==> config.mk <==
export PLATFORM = sky130hd
export DESIGN_NAME = md4_hash_engine
export DESIGN_NICKNAME = d
export VERILOG_FILES = /design/src/rtl/md4_pkg.sv /design/src/rtl/md4_hash_engine.sv /design/src/rtl/md4_dp.sv /design/src/rtl/md4_ctrl.sv
export SDC_FILE = /design/constraint.sdc
export NUM_CORES = 2
export LEC_CHECK = 0
export BUFFER_PORTS_ARGS = -buffer_cell sky130_fd_sc_hd__buf_2
export CAP_MARGIN = 20
export CORE_AREA = 5 5 350 352
export CTS_CLUSTER_SIZE = 30
export DETAILED_ROUTE_END_ITERATION = 6
export DIE_AREA = 0 0 355 357
export GPL_TIMING_DRIVEN = 0
export PLACE_DENSITY = 0.62
export SLEW_MARGIN = 40
export SYNTH_ARGS = -nofsm -noshare
export SYNTH_HDL_FRONTEND = slang
export SYNTH_SLANG_ARGS = --single-unit
==> constraint.sdc <==
create_clock -name clk -period 7.35 [get_ports clk]
set_input_delay 1.47 -clock clk [delete_from_list [all_inputs] [get_ports clk]]
set_output_delay 1.47 -clock clk [all_outputs]
set_load 0.1 [all_outputs]
==> src/rtl/md4_pkg.sv <==
// Shared types, constants and round tables of the MD4 hash engine.
package md4_pkg;

  // Initial chaining vector, round constants, padding constants and counter limits
  localparam logic [31:0] IV0 = 32'h67452301;
  localparam logic [31:0] IV1 = 32'hefcdab89;
  localparam logic [31:0] IV2 = 32'h98badcfe;
  localparam logic [31:0] IV3 = 32'h10325476;
  localparam logic [31:0] K1 = 32'h5a827999;
  localparam logic [31:0] K2 = 32'h6ed9eba1;
  localparam logic [7:0] PAD_MARK = 8'h80;
  localparam logic [5:0] LEN_OFFSET = 6'd56;
  localparam logic [5:0] LAST_STEP = 6'd47;
  localparam logic [5:0] LAST_FILL = 6'd63;

  // Input item kinds
  localparam logic KIND_DATA = 1'b0;
  localparam logic KIND_FINISH = 1'b1;

  typedef struct packed {
    logic       kind;
    logic [7:0] data_byte;
  } md4_in_t;

  typedef struct packed {
    logic [31:0] digest_word;
    logic [1:0]  word_index;
    logic        last_word;
  } md4_out_t;

  typedef enum logic [2:0] {
    ST_IDLE,
    ST_PAD,
    ST_LEN,
    ST_COMP,
    ST_ADD,
    ST_EMIT
  } md4_state_t;

  // Source of the byte written into the block store
  typedef enum logic [1:0] {
    BSEL_DATA,
    BSEL_MARK,
    BSEL_ZERO,
    BSEL_LEN
  } md4_bsel_t;

  typedef struct packed {
    logic      byte_wr;
    md4_bsel_t byte_sel;
    logic      msg_inc;
    logic      work_load;
    logic      step_en;
    logic      chain_add;
    logic      emit_adv;
    logic      iv_load;
  } md4_cmd_t;

  typedef struct packed {
    logic [5:0] fill;
    logic       fill_last;
    logic       fill_len;
    logic       step_last;
    logic       emit_last;
  } md4_sts_t;

  // Message word used by a step
  function automatic logic [3:0] word_pick(input logic [5:0] step);
    logic [3:0] j;
    logic [3:0] w;
    j = step[3:0];
    case (step[5:4])
      2'd0:    w = j;
      2'd1:    w = {j[1:0], j[3:2]};
      default: w = {j[0], j[1], j[2], j[3]};
    endcase
    return w;
  endfunction

  // Left rotate amount of a step
  function automatic logic [4:0] rot_amt(input logic [5:0] step);
    logic [4:0] s;
    case ({step[5:4], step[1:0]})
      4'b0000: s = 5'd3;
      4'b0001: s = 5'd7;
      4'b0010: s = 5'd11;
      4'b0011: s = 5'd19;
      4'b0100: s = 5'd3;
      4'b0101: s = 5'd5;
      4'b0110: s = 5'd9;
      4'b0111: s = 5'd13;
      4'b1000: s = 5'd3;
      4'b1001: s = 5'd9;
      4'b1010: s = 5'd11;
      4'b1011: s = 5'd15;
      default: s = 5'd3;
    endcase
    return s;
  endfunction

endpackage

==> src/rtl/md4_hash_engine.sv <==
// MD4 hash engine top level: controller plus datapath.
// Bytes arrive one item at a time and are accepted one per cycle while no
// compression runs. A byte that completes a 64-byte block stalls intake while
// the single round unit does one of the 48 steps per cycle and the add state
// then adds the result into the chaining words. A finish item writes the pad
// mark in its accept cycle, then zero and length bytes one per cycle up to the
// block end, with a switch state between the zero and the length bytes. When
// fewer than nine bytes were free, the first block is zero filled and compressed,
// and a second block of 56 zero bytes, the switch state and 8 length bytes
// follows. The engine then presents the four digest words h0..h3 on the
// output, one per accepted item, and reloads the initial vector. No input is
// taken until the last digest word is accepted.
module md4_hash_engine import md4_pkg::*; (
  input  logic     clk,
  input  logic     rst_n,
  input  logic     in_valid,
  output logic     in_ready,
  input  md4_in_t  in_data,
  output logic     out_valid,
  input  logic     out_ready,
  output md4_out_t out_data
);

  md4_cmd_t cmd;
  md4_sts_t sts;

  md4_ctrl u_ctrl (
    .clk       (clk),
    .rst_n     (rst_n),
    .in_valid  (in_valid),
    .in_ready  (in_ready),
    .in_kind   (in_data.kind),
    .out_valid (out_valid),
    .out_ready (out_ready),
    .sts       (sts),
    .cmd       (cmd)
  );

  md4_dp u_dp (
    .clk      (clk),
    .rst_n    (rst_n),
    .cmd      (cmd),
    .in_data  (in_data),
    .sts      (sts),
    .out_data (out_data)
  );

endmodule

==> src/rtl/md4_dp.sv <==
// MD4 datapath: block store, byte and length counters, round unit, chaining words.
module md4_dp import md4_pkg::*; (
  input  logic     clk,
  input  logic     rst_n,
  input  md4_cmd_t cmd,
  input  md4_in_t  in_data,
  output md4_sts_t sts,
  output md4_out_t out_data
);

  logic [31:0] block_r [16];
  logic [31:0] chain_r [4];
  logic [31:0] work_r [4];
  logic [5:0]  fill_r, fill_nxt;
  logic [63:0] msg_r, msg_nxt;
  logic [5:0]  step_r, step_nxt;
  logic [1:0]  emit_idx_r, emit_idx_nxt;

  logic [63:0] bit_len;
  logic [7:0]  wr_byte;
  logic [31:0] fa, fb, fc, fd;
  logic [31:0] f_val, k_val, sum;
  logic [63:0] rot_dbl;

  // Byte to store
  assign bit_len = {msg_r[60:0], 3'b000};
  always_comb begin
    case (cmd.byte_sel)
      BSEL_DATA: wr_byte = in_data.data_byte;
      BSEL_MARK: wr_byte = PAD_MARK;
      BSEL_ZERO: wr_byte = 8'h00;
      default:   wr_byte = bit_len[{fill_r[2:0], 3'b000} +: 8];
    endcase
  end

  // Block store, little-endian byte lanes
  always_ff @(posedge clk) begin
    if (cmd.byte_wr) begin
      block_r[fill_r[5:2]][{fill_r[1:0], 3'b000} +: 8] <= wr_byte;
    end
  end

  // One compression step
  assign fa = work_r[0];
  assign fb = work_r[1];
  assign fc = work_r[2];
  assign fd = work_r[3];
  always_comb begin
    case (step_r[5:4])
      2'd0: begin
        f_val = (fb & fc) | (~fb & fd);
        k_val = 32'h0;
      end
      2'd1: begin
        f_val = (fb & fc) | (fb & fd) | (fc & fd);
        k_val = K1;
      end
      default: begin
        f_val = fb ^ fc ^ fd;
        k_val = K2;
      end
    endcase
  end
  assign sum = f_val + fa + k_val + block_r[word_pick(step_r)];
  assign rot_dbl = {sum, sum} << rot_amt(step_r);

  always_ff @(posedge clk) begin
    if (cmd.work_load) begin
      work_r <= chain_r;
    end else if (cmd.step_en) begin
      work_r[0] <= fd;
      work_r[1] <= rot_dbl[63:32];
      work_r[2] <= fb;
      work_r[3] <= fc;
    end
  end

  // Counters
  always_comb begin
    fill_nxt = fill_r;
    msg_nxt = msg_r;
    step_nxt = step_r;
    emit_idx_nxt = emit_idx_r;
    if (cmd.byte_wr) fill_nxt = fill_r + 6'd1;
    if (cmd.msg_inc) msg_nxt = msg_r + 64'd1;
    if (cmd.step_en) step_nxt = (step_r == LAST_STEP) ? 6'd0 : step_r + 6'd1;
    if (cmd.emit_adv) emit_idx_nxt = emit_idx_r + 2'd1;
    if (cmd.iv_load) begin
      fill_nxt = 6'd0;
      msg_nxt = 64'd0;
    end
  end

  always_ff @(posedge clk) begin
    if (!rst_n) begin
      fill_r <= 6'd0;
      msg_r <= 64'd0;
      step_r <= 6'd0;
      emit_idx_r <= 2'd0;
    end else begin
      fill_r <= fill_nxt;
      msg_r <= msg_nxt;
      step_r <= step_nxt;
      emit_idx_r <= emit_idx_nxt;
    end
  end

  // Chaining words
  always_ff @(posedge clk) begin
    if (!rst_n || cmd.iv_load) begin
      chain_r[0] <= IV0;
      chain_r[1] <= IV1;
      chain_r[2] <= IV2;
      chain_r[3] <= IV3;
    end else if (cmd.chain_add) begin
      for (int i = 0; i < 4; i++) begin
        chain_r[i] <= chain_r[i] + work_r[i];
      end
    end
  end

  // Status and result item
  assign sts.fill = fill_r;
  assign sts.fill_last = (fill_r == LAST_FILL);
  assign sts.fill_len = (fill_r == LEN_OFFSET);
  assign sts.step_last = (step_r == LAST_STEP);
  assign sts.emit_last = (emit_idx_r == 2'd3);

  assign out_data.digest_word = chain_r[emit_idx_r];
  assign out_data.word_index = emit_idx_r;
  assign out_data.last_word = (emit_idx_r == 2'd3);

endmodule

==> src/rtl/md4_ctrl.sv <==
// MD4 controller: sequences byte intake, padding, compression and digest output.
module md4_ctrl import md4_pkg::*; (
  input  logic     clk,
  input  logic     rst_n,
  input  logic     in_valid,
  output logic     in_ready,
  input  logic     in_kind,
  output logic     out_valid,
  input  logic     out_ready,
  input  md4_sts_t sts,
  output md4_cmd_t cmd
);

  md4_state_t state_r, state_nxt;
  logic       fin_r, fin_nxt;
  logic       len_r, len_nxt;

  always_ff @(posedge clk) begin
    if (!rst_n) begin
      state_r <= ST_IDLE;
      fin_r <= 1'b0;
      len_r <= 1'b0;
    end else begin
      state_r <= state_nxt;
      fin_r <= fin_nxt;
      len_r <= len_nxt;
    end
  end

  // Next state and commands
  always_comb begin
    state_nxt = state_r;
    fin_nxt = fin_r;
    len_nxt = len_r;
    cmd = '0;
    cmd.byte_sel = BSEL_ZERO;
    in_ready = 1'b0;
    out_valid = 1'b0;
    unique case (state_r)
      ST_IDLE: begin
        in_ready = 1'b1;
        if (in_valid) begin
          cmd.byte_wr = 1'b1;
          if (in_kind == KIND_DATA) begin
            cmd.byte_sel = BSEL_DATA;
            cmd.msg_inc = 1'b1;
          end else begin
            cmd.byte_sel = BSEL_MARK;
            fin_nxt = 1'b1;
            state_nxt = ST_PAD;
          end
          if (sts.fill_last) begin
            cmd.work_load = 1'b1;
            state_nxt = ST_COMP;
          end
        end
      end
      ST_PAD: begin
        if (sts.fill_len) begin
          state_nxt = ST_LEN;
        end else begin
          cmd.byte_wr = 1'b1;
          if (sts.fill_last) begin
            cmd.work_load = 1'b1;
            state_nxt = ST_COMP;
          end
        end
      end
      ST_LEN: begin
        cmd.byte_wr = 1'b1;
        cmd.byte_sel = BSEL_LEN;
        if (sts.fill_last) begin
          len_nxt = 1'b1;
          cmd.work_load = 1'b1;
          state_nxt = ST_COMP;
        end
      end
      ST_COMP: begin
        cmd.step_en = 1'b1;
        if (sts.step_last) state_nxt = ST_ADD;
      end
      ST_ADD: begin
        cmd.chain_add = 1'b1;
        if (!fin_r) state_nxt = ST_IDLE;
        else if (len_r) state_nxt = ST_EMIT;
        else state_nxt = ST_PAD;
      end
      ST_EMIT: begin
        out_valid = 1'b1;
        if (out_ready) begin
          cmd.emit_adv = 1'b1;
          if (sts.emit_last) begin
            cmd.iv_load = 1'b1;
            fin_nxt = 1'b0;
            len_nxt = 1'b0;
            state_nxt = ST_IDLE;
          end
        end
      end
      default: state_nxt = ST_IDLE;
    endcase
  end

  // Intake and output never overlap
  a_no_overlap: assert property (@(posedge clk) disable iff (!rst_n)
    !(in_ready && out_valid))
    else $error("input accepted while digest pending");

  // Compression runs all 48 steps without a break
  a_comp_run: assert property (@(posedge clk) disable iff (!rst_n)
    (state_r == ST_COMP && !sts.step_last) |=> state_r == ST_COMP)
    else $error("compression cut short");

  // Length bytes only go to the last eight byte slots
  a_len_slot: assert property (@(posedge clk) disable iff (!rst_n)
    (state_r == ST_LEN) |-> (sts.fill[5:3] == 3'b111))
    else $error("length byte outside its slot");

  // Vector reload only after the fourth digest word
  a_iv_reload: assert property (@(posedge clk) disable iff (!rst_n)
    cmd.iv_load |-> (sts.emit_last && fin_r && len_r))
    else $error("early vector reload");

endmodule

# ---- After elaboration in Yosys (flattened, before gate mapping)
# Memory sizes are Yosys's and may differ from the RTL's. A register that Yosys moved wholly into a read port is not among the register bits.
# Index checks and enable logic that the tools add are counted.
dict set report classes {
  add_sub_neg 12
  order_cmp 1
  eq_ne 19
  n_shift 4
  mux 49
  bitwise 12
  reduce_logical 12
}
# cell count
set op_table {}
lappend op_table {{$mux W128} 2}
lappend op_table {{$add A32 B32 Y32} 6}
lappend op_table {{$and A32 B32 Y32} 4}
lappend op_table {{$mux W32} 3}
lappend op_table {{$or A32 B32 Y32} 3}
lappend op_table {{$add A64 B1 Y64 const B} 1}
lappend op_table {{$bmux W32 S2} 1}
lappend op_table {{$pmux W32 S2} 1}
lappend op_table {{$shiftx A64 B7 Y8} 1}
lappend op_table {{$shl A64 B5 Y64} 1}
lappend op_table {{$xor A32 B32 Y32} 2}
lappend op_table {{$pmux W31 S2} 1}
lappend op_table {{$add A32 B31 Y32} 1}
lappend op_table {{$not A32 Y32} 1}
lappend op_table {{$shift A8 B7 Y32 const A} 1}
lappend op_table {{$shiftx A8 B7 Y32} 1}
lappend op_table {{$mux W3} 10}
lappend op_table {{$pmux W8 S3} 1}
lappend op_table {{$eq A6 B6 Y1 const B} 3}
lappend op_table {{$pmux W3 S6} 1}
lappend op_table {{$mux W1} 17}
lappend op_table {{$add A6 B1 Y6 const B} 2}
lappend op_table {{$ne A2 B2 Y1 const B} 6}
lappend op_table {{$reduce_and A5 Y1} 2}
lappend op_table {{26 further kinds} 37}
dict set report word_totals {
  ff_bits 339
  ram_bits 512
  romBits 64
  in_bits 13
  out_inout_bits 37
  word_cells 126
  n_memories 2
}
# memory depth width read_ports rd_ports_with_merged_regs wr line
set mem_list {}
lappend mem_list {u_dp.block_r 16 32 1 0 1 md4_dp.sv:11} ;# logic [31:0] block_r [16];
lappend mem_list {{(name not given)} 16 4 1 1 0 md4_pkg.sv:83} ;# case ({step[5:4], step[1:0]})

# ---- Depth between registers and ports, before layout
dict set report logic_depth {
  depth_word 10
  mapped_depth 26
}

# ---- Hierarchy
# From an unflattened synthesis, not the netlist that was laid out.
dict set report hier_totals {
  cells_unflattened 3963
  area_unflattened_um2 47194.0
}
# mod instances cells_per_inst area_per_inst_um2
set by_module_without_submodules {}
lappend by_module_without_submodules {md4_dp 1 3908 46767.4}
lappend by_module_without_submodules {md4_ctrl 1 55 426.7}

# ---- Least setup slack after synthesis
# OpenSTA, ideal clock, no wires.
dict set report synth_path {
  kind {reg-to-reg}
  start {register u_dp.step_r[4]}
  end {register u_dp.work_r (netlist bit u_dp.fb[3]), data pin}
  setup_ns 0.267
  arrival_ns 6.292
  path_slack_ns 0.791
  path_stages_with_launch 26
  n_path_buf 5
  synth_period_minus_slack_ns 6.559
  path_cell_list {dfxtp_1 -> buf_2 -> mux2i_1 -> o21a_1 -> buf_2 -> buf_2 -> buf_1 -> mux4_2 -> mux2i_1 -> a21oi_1 -> fa_1 -> inv_1 -> fa_1 -> inv_1 -> ha_1 -> clkbuf_1 -> a21oi_1 -> o21ai_0 -> or2_2 -> a311o_1 -> and2_1 -> mux4_2 -> nand2_1 -> o21ai_1 -> a32oi_1 -> o211ai_1}
}
dict set report synth_between {
  elab_chain_len 8
  elab_cells_between_ends 12
  cone_classes {add/sub (3); eq/ne (1); shift (1); mux (5); reduce/logical (1); memory (1)}
}
# element line
set synth_lines {}
lappend synth_lines {{start, declared} md4_dp.sv:16} ;# logic [5:0] step_r, step_nxt;
lappend synth_lines {{start signal, assigned} md4_dp.sv:103} ;# step_r <= step_nxt;
lappend synth_lines {{$eq A2 B1 Y1 / $logic_not A2 Y1 (equally long branches)} {md4_pkg.sv:72, md4_dp.sv:49}}
lappend synth_lines {{$pmux W32 S2} md4_dp.sv:49} ;# case (step_r[5:4])
lappend synth_lines {{$add A32 B32 Y32} md4_dp.sv:64} ;# assign sum = f_val + fa + k_val + block_r[word_pick(step_r)];
lappend synth_lines {{$add A32 B31 Y32} md4_dp.sv:64}
lappend synth_lines {{$add A32 B32 Y32 *} md4_dp.sv:64}
lappend synth_lines {{$shl A64 B5 Y64 *} md4_dp.sv:65} ;# assign rot_dbl = {sum, sum} << rot_amt(step_r);
lappend synth_lines {{$mux W128 *} md4_dp.sv:70} ;# end else if (cmd.step_en) begin
lappend synth_lines {{$mux W128 *} md4_dp.sv:68} ;# if (cmd.work_load) begin
lappend synth_lines {{end signal, assigned} md4_dp.sv:69} ;# work_r <= chain_r;
lappend synth_lines {{end, declared} md4_dp.sv:13} ;# logic [31:0] work_r [4];
# Mark *: on every way between the ends. The rest lies on a longest branch, timed or not. The select of a mux whose other input is x is not followed.
# A chain may end at the register's enable or synchronous reset.

# ---- Worst setup path after layout
dict set report layout_path {
  start {register u_dp.step_r[4]}
  end {register u_dp.work_r (netlist bit u_dp.fb[8]), data pin}
}
# Same word-level chain as after synthesis.

==> flow_summary.toml <==
[worst_setup_path]
cp-start-kind = "register"
crit_arrival_ps = 7600
cp.required_ps = 7750
crit_start = "u_dp.step_r[4]$_SDFFE_PN0P_"
worst-path-max-fanout = 10
endpoint_kind = "register"
reg2reg_from = "u_dp.step_r[4]$_SDFFE_PN0P_"
r2r_cells = 22
crit_type = "register to register"

[logic_synthesis]
postSynthCellCount = 4162
synth_area_per_cell_um2 = 11.31
synth.largest_area_cell = "edfxtp_1"
synth.area.top_cells = "edfxtp_1, dfxtp_1, mux4_2"
synth_xor_area_share_pct = 3.348
syn_area_mm2 = 0.04708
synth-simple-area-share_pct = 11.04
synthAdderAreaFrac_pct = 8.413
synthFlopType = "edfxtp_1"
yosys_warnings = 0
synth_mux_area_share_pct = 11.17
synth_top_area_share_pct = 40.82
synth_compound_gate_area_share_pct = 12.76
seq_area_frac_synth_pct = 49.83
synth_edf_count = 640
synth_cell_types = 87
syn_nets = 4437
synth_async_sr_flop_share_pct = 0
synth_top_family_by_area = "compound AO/OA/AOI/OAI gates"
ys_ff_latch = 852

[timing]
finalCritPeriodShare_pct = 97.94
max-slew-margin-rel_pct = 35.20
skew_ps = 46.91
rsz0062_at_grt = "true"
setup_violations = 0
finalHoldViolCount = 0
worstMarginPinSlew_ps = 972.0
max_freq_ghz = 0.1389
fin_crit_ps = 7199
timing.setup.tns_ps = 0
finalMaxSlewViolations = 0

[final_layout]
area_delta_synth_final_pct = 13.04
mostFrequentLayoutCell = "edfxtp_1"
final_cell_mix = "edfxtp_1, nand2_1, nor2_1"
antennaDiodeCount = 0
drive_above_1_share_pct = 15.01
nNetsFinal = 4589

[outcome]
failed_checks = "DRC"
status = "finished with violations"

[clock_tree]
cts_root_buf = "clkbuf_16"
cts_buffers = 90
cts.clk_slew.worst_paths_ps = 50
cts_hold_buf = 0
clk_latency_ps = 710
cts_tree = "yes"
cts.path.max_buffers = 3
cts_max_level = 3
cts.sinks = 852

[grt]
grt_usage_pct = 25.73
overflow = 0
grt_max_degree = 38
grt_pass1_wl_um = 238900
grt_pass1_vias = 34195
antenna_found_initial = 0

[placement]
port_buffers = 49
place.gp.congestion = 1.006
dp_hpwl_um = 122800

[die]
die_x_um = 355
die_area_mm2 = 0.1267
std_cell_rows = 127
ios = 50
initial_core_util_pct = 39.56
core_mm2 = 0.1190
fp.dieH_um = 357

[drt]
via_per_inst = 6.015
drtAntennaViolNets = 0
wirelength_um = 165900
vias = 35719
drt-pass1-iter-count = 7
avgRoutedWirePerCell_um = 27.94
initialDrtViolationCount = 3931
drc = 1

[worst_hold_path]
holdCritPathClass = "register to register"
hold_depth = 2
min-delay-start = "u_dp.chain_r[24]$_SDFFE_PP0P_"

[pwr]
finalPower_uw = 10650
p_leak_uw = 0.01952
max-vdd-ir-drop_uv = 205.5
power_density_mw_per_mm2 = 200.1

[flow_run]
cap_viol_max_count = 0
-- logic make-up after synthesis --
family / Yosys count
simple gates: 1178
buf+inv: 424
mux: 302
xor+xnor: 180
compound gates: 964
flops: 852
fa+ha+maj: 262
-- sequential cells by signal, summed over array words and instances (netlist names), 2 cells and up, named ones only --
register	count
u_dp.block_r	512
u_dp.chain_r	128
u_dp.msg_r	61
u_dp.fa	32
u_dp.fb	32
u_dp.fc	32
u_dp.fd	32
u_dp.fill_r	6
u_dp.step_r	6
u_ctrl.state_r	3
u_dp.emit_idx_r	2
-- what timing repair did --
| action | CTS | global route |
|---|---|---|
| resized for setup | 79 | 46 |
| pin swaps | 2 | 2 |
| setup endpoints to repair | 32 | 31 |
| hold endpoints to repair | 0 | 0 |
| buffers inserted | 3 | 0 |
-- cells in the mapped netlist (6+ instances only) --
cell,n
xor2_1,96
nand4_1,28
nand2_1,471
o211ai_1,64
ha_1,171
nor3_1,37
a221oi_1,9
o21ai_0,250
and2_1,22
nor4_1,8
o2111ai_1,6
a22oi_1,19
xnor2_1,84
mux4_2,176
o21a_1,40
mux2_2,27
and4_1,7
o21bai_1,16
o22ai_1,9
dfxtp_1,212
edfxtp_1,640
o31a_1,6
a21o_1,65
or3_1,27
nand2b_1,29
a211oi_1,84
buf_1,37
mux2i_1,99
a21oi_1,287
nand3_1,72
a31oi_1,15
and3_1,24
nor2_1,374
a21boi_0,8
nor2b_1,55
clkbuf_1,159
inv_1,213
buf_2,9
o31ai_1,12
fa_1,91
-- final cells by class --
type / count / area, µm²
repair buffers: 63 / 427.9
multi-input cells: 2886 / 22510
well taps: 1548 / 1937
clock inverters: 53 / 635.6
flip-flops and latches: 852 / 23460
fillers: 10945 / 65790
inverters: 216 / 810.8
plain buffers: 205 / 1072
clock buffers: 115 / 2366
-- path summary, 6_finish.rpt --
| kind | slack [ps] | end |
|---|---|---|
| worst min register to register | 490 | u_dp.chain_r[24]$_SDFFE_PP0P_ |
| worst max register to register | 150 | u_dp.fb[8]$_DFFE_PP_ |
| worst min-delay path | 490 | u_dp.chain_r[24]$_SDFFE_PP0P_ |
| worst max-delay path | 150 | u_dp.fb[8]$_DFFE_PP_ |
-- worst max-delay path, cell delays in order (launching register included) --
cell	delay, ps
dfxtp_1	370
buf_6	210
mux2i_1	200
nor2_1	80
a21oi_4	370
clkbuf_4	440
clkbuf_2	410
a211oi_1	150
a21oi_2	430
fa_1	540
fa_1	480
ha_1	360
nor2b_1	190
o31ai_2	390
a21oi_4	170
o21a_2	310
o31a_1	260
o211ai_1	420
nor2_1	100
a2bb2oi_2	240
mux2_2	340
a221oi_1	280
o21ai_0	150
-- report_power, final --
part           internal [µW]  leakage, µW  switching, µW
Combinational            255       0.0105            533
Sequential              5160      0.00758           7.93
Clock                   2630      0.00144           2070
Total                   8040       0.0195           2610
-- layer usage --
| metal | global-route usage (%) | vias up | share of wire [%] |
|---|---|---|---|
| li1 | - | 15657 | - |
| met1 | 33.87 | 17915 | 40 |
| met2 | 41.31 | 1771 | 46 |
| met3 | 5.094 | 376 | 8.7 |
| met4 | 11.90 | 0 | 5.5 |
| met5 | 0 | - | 0 |
-- metrics by stage --
| stage | utilization, % | area (µm²) | hold slack, ps | std cells | setup WS [ps] |
|---|---|---|---|---|---|
| after CTS | 44.58 | 53060 | 492.6 | 5941 | 9.273 |
| after floorplan | - | 47080 | 440.2 | 4162 | 791.1 |
| after global placement | 41.39 | 49270 | 463.6 | 5759 | -2186 |
| final | 44.72 | 53220 | 492.6 | 5938 | 151.2 |
| after global routing | 44.72 | 53220 | 516.1 | 5938 | -27.14 |
| after detailed placement | 41.81 | 49760 | 467.0 | 5770 | -1315 |
Note: power is estimated with default switching activity, not from simulation.
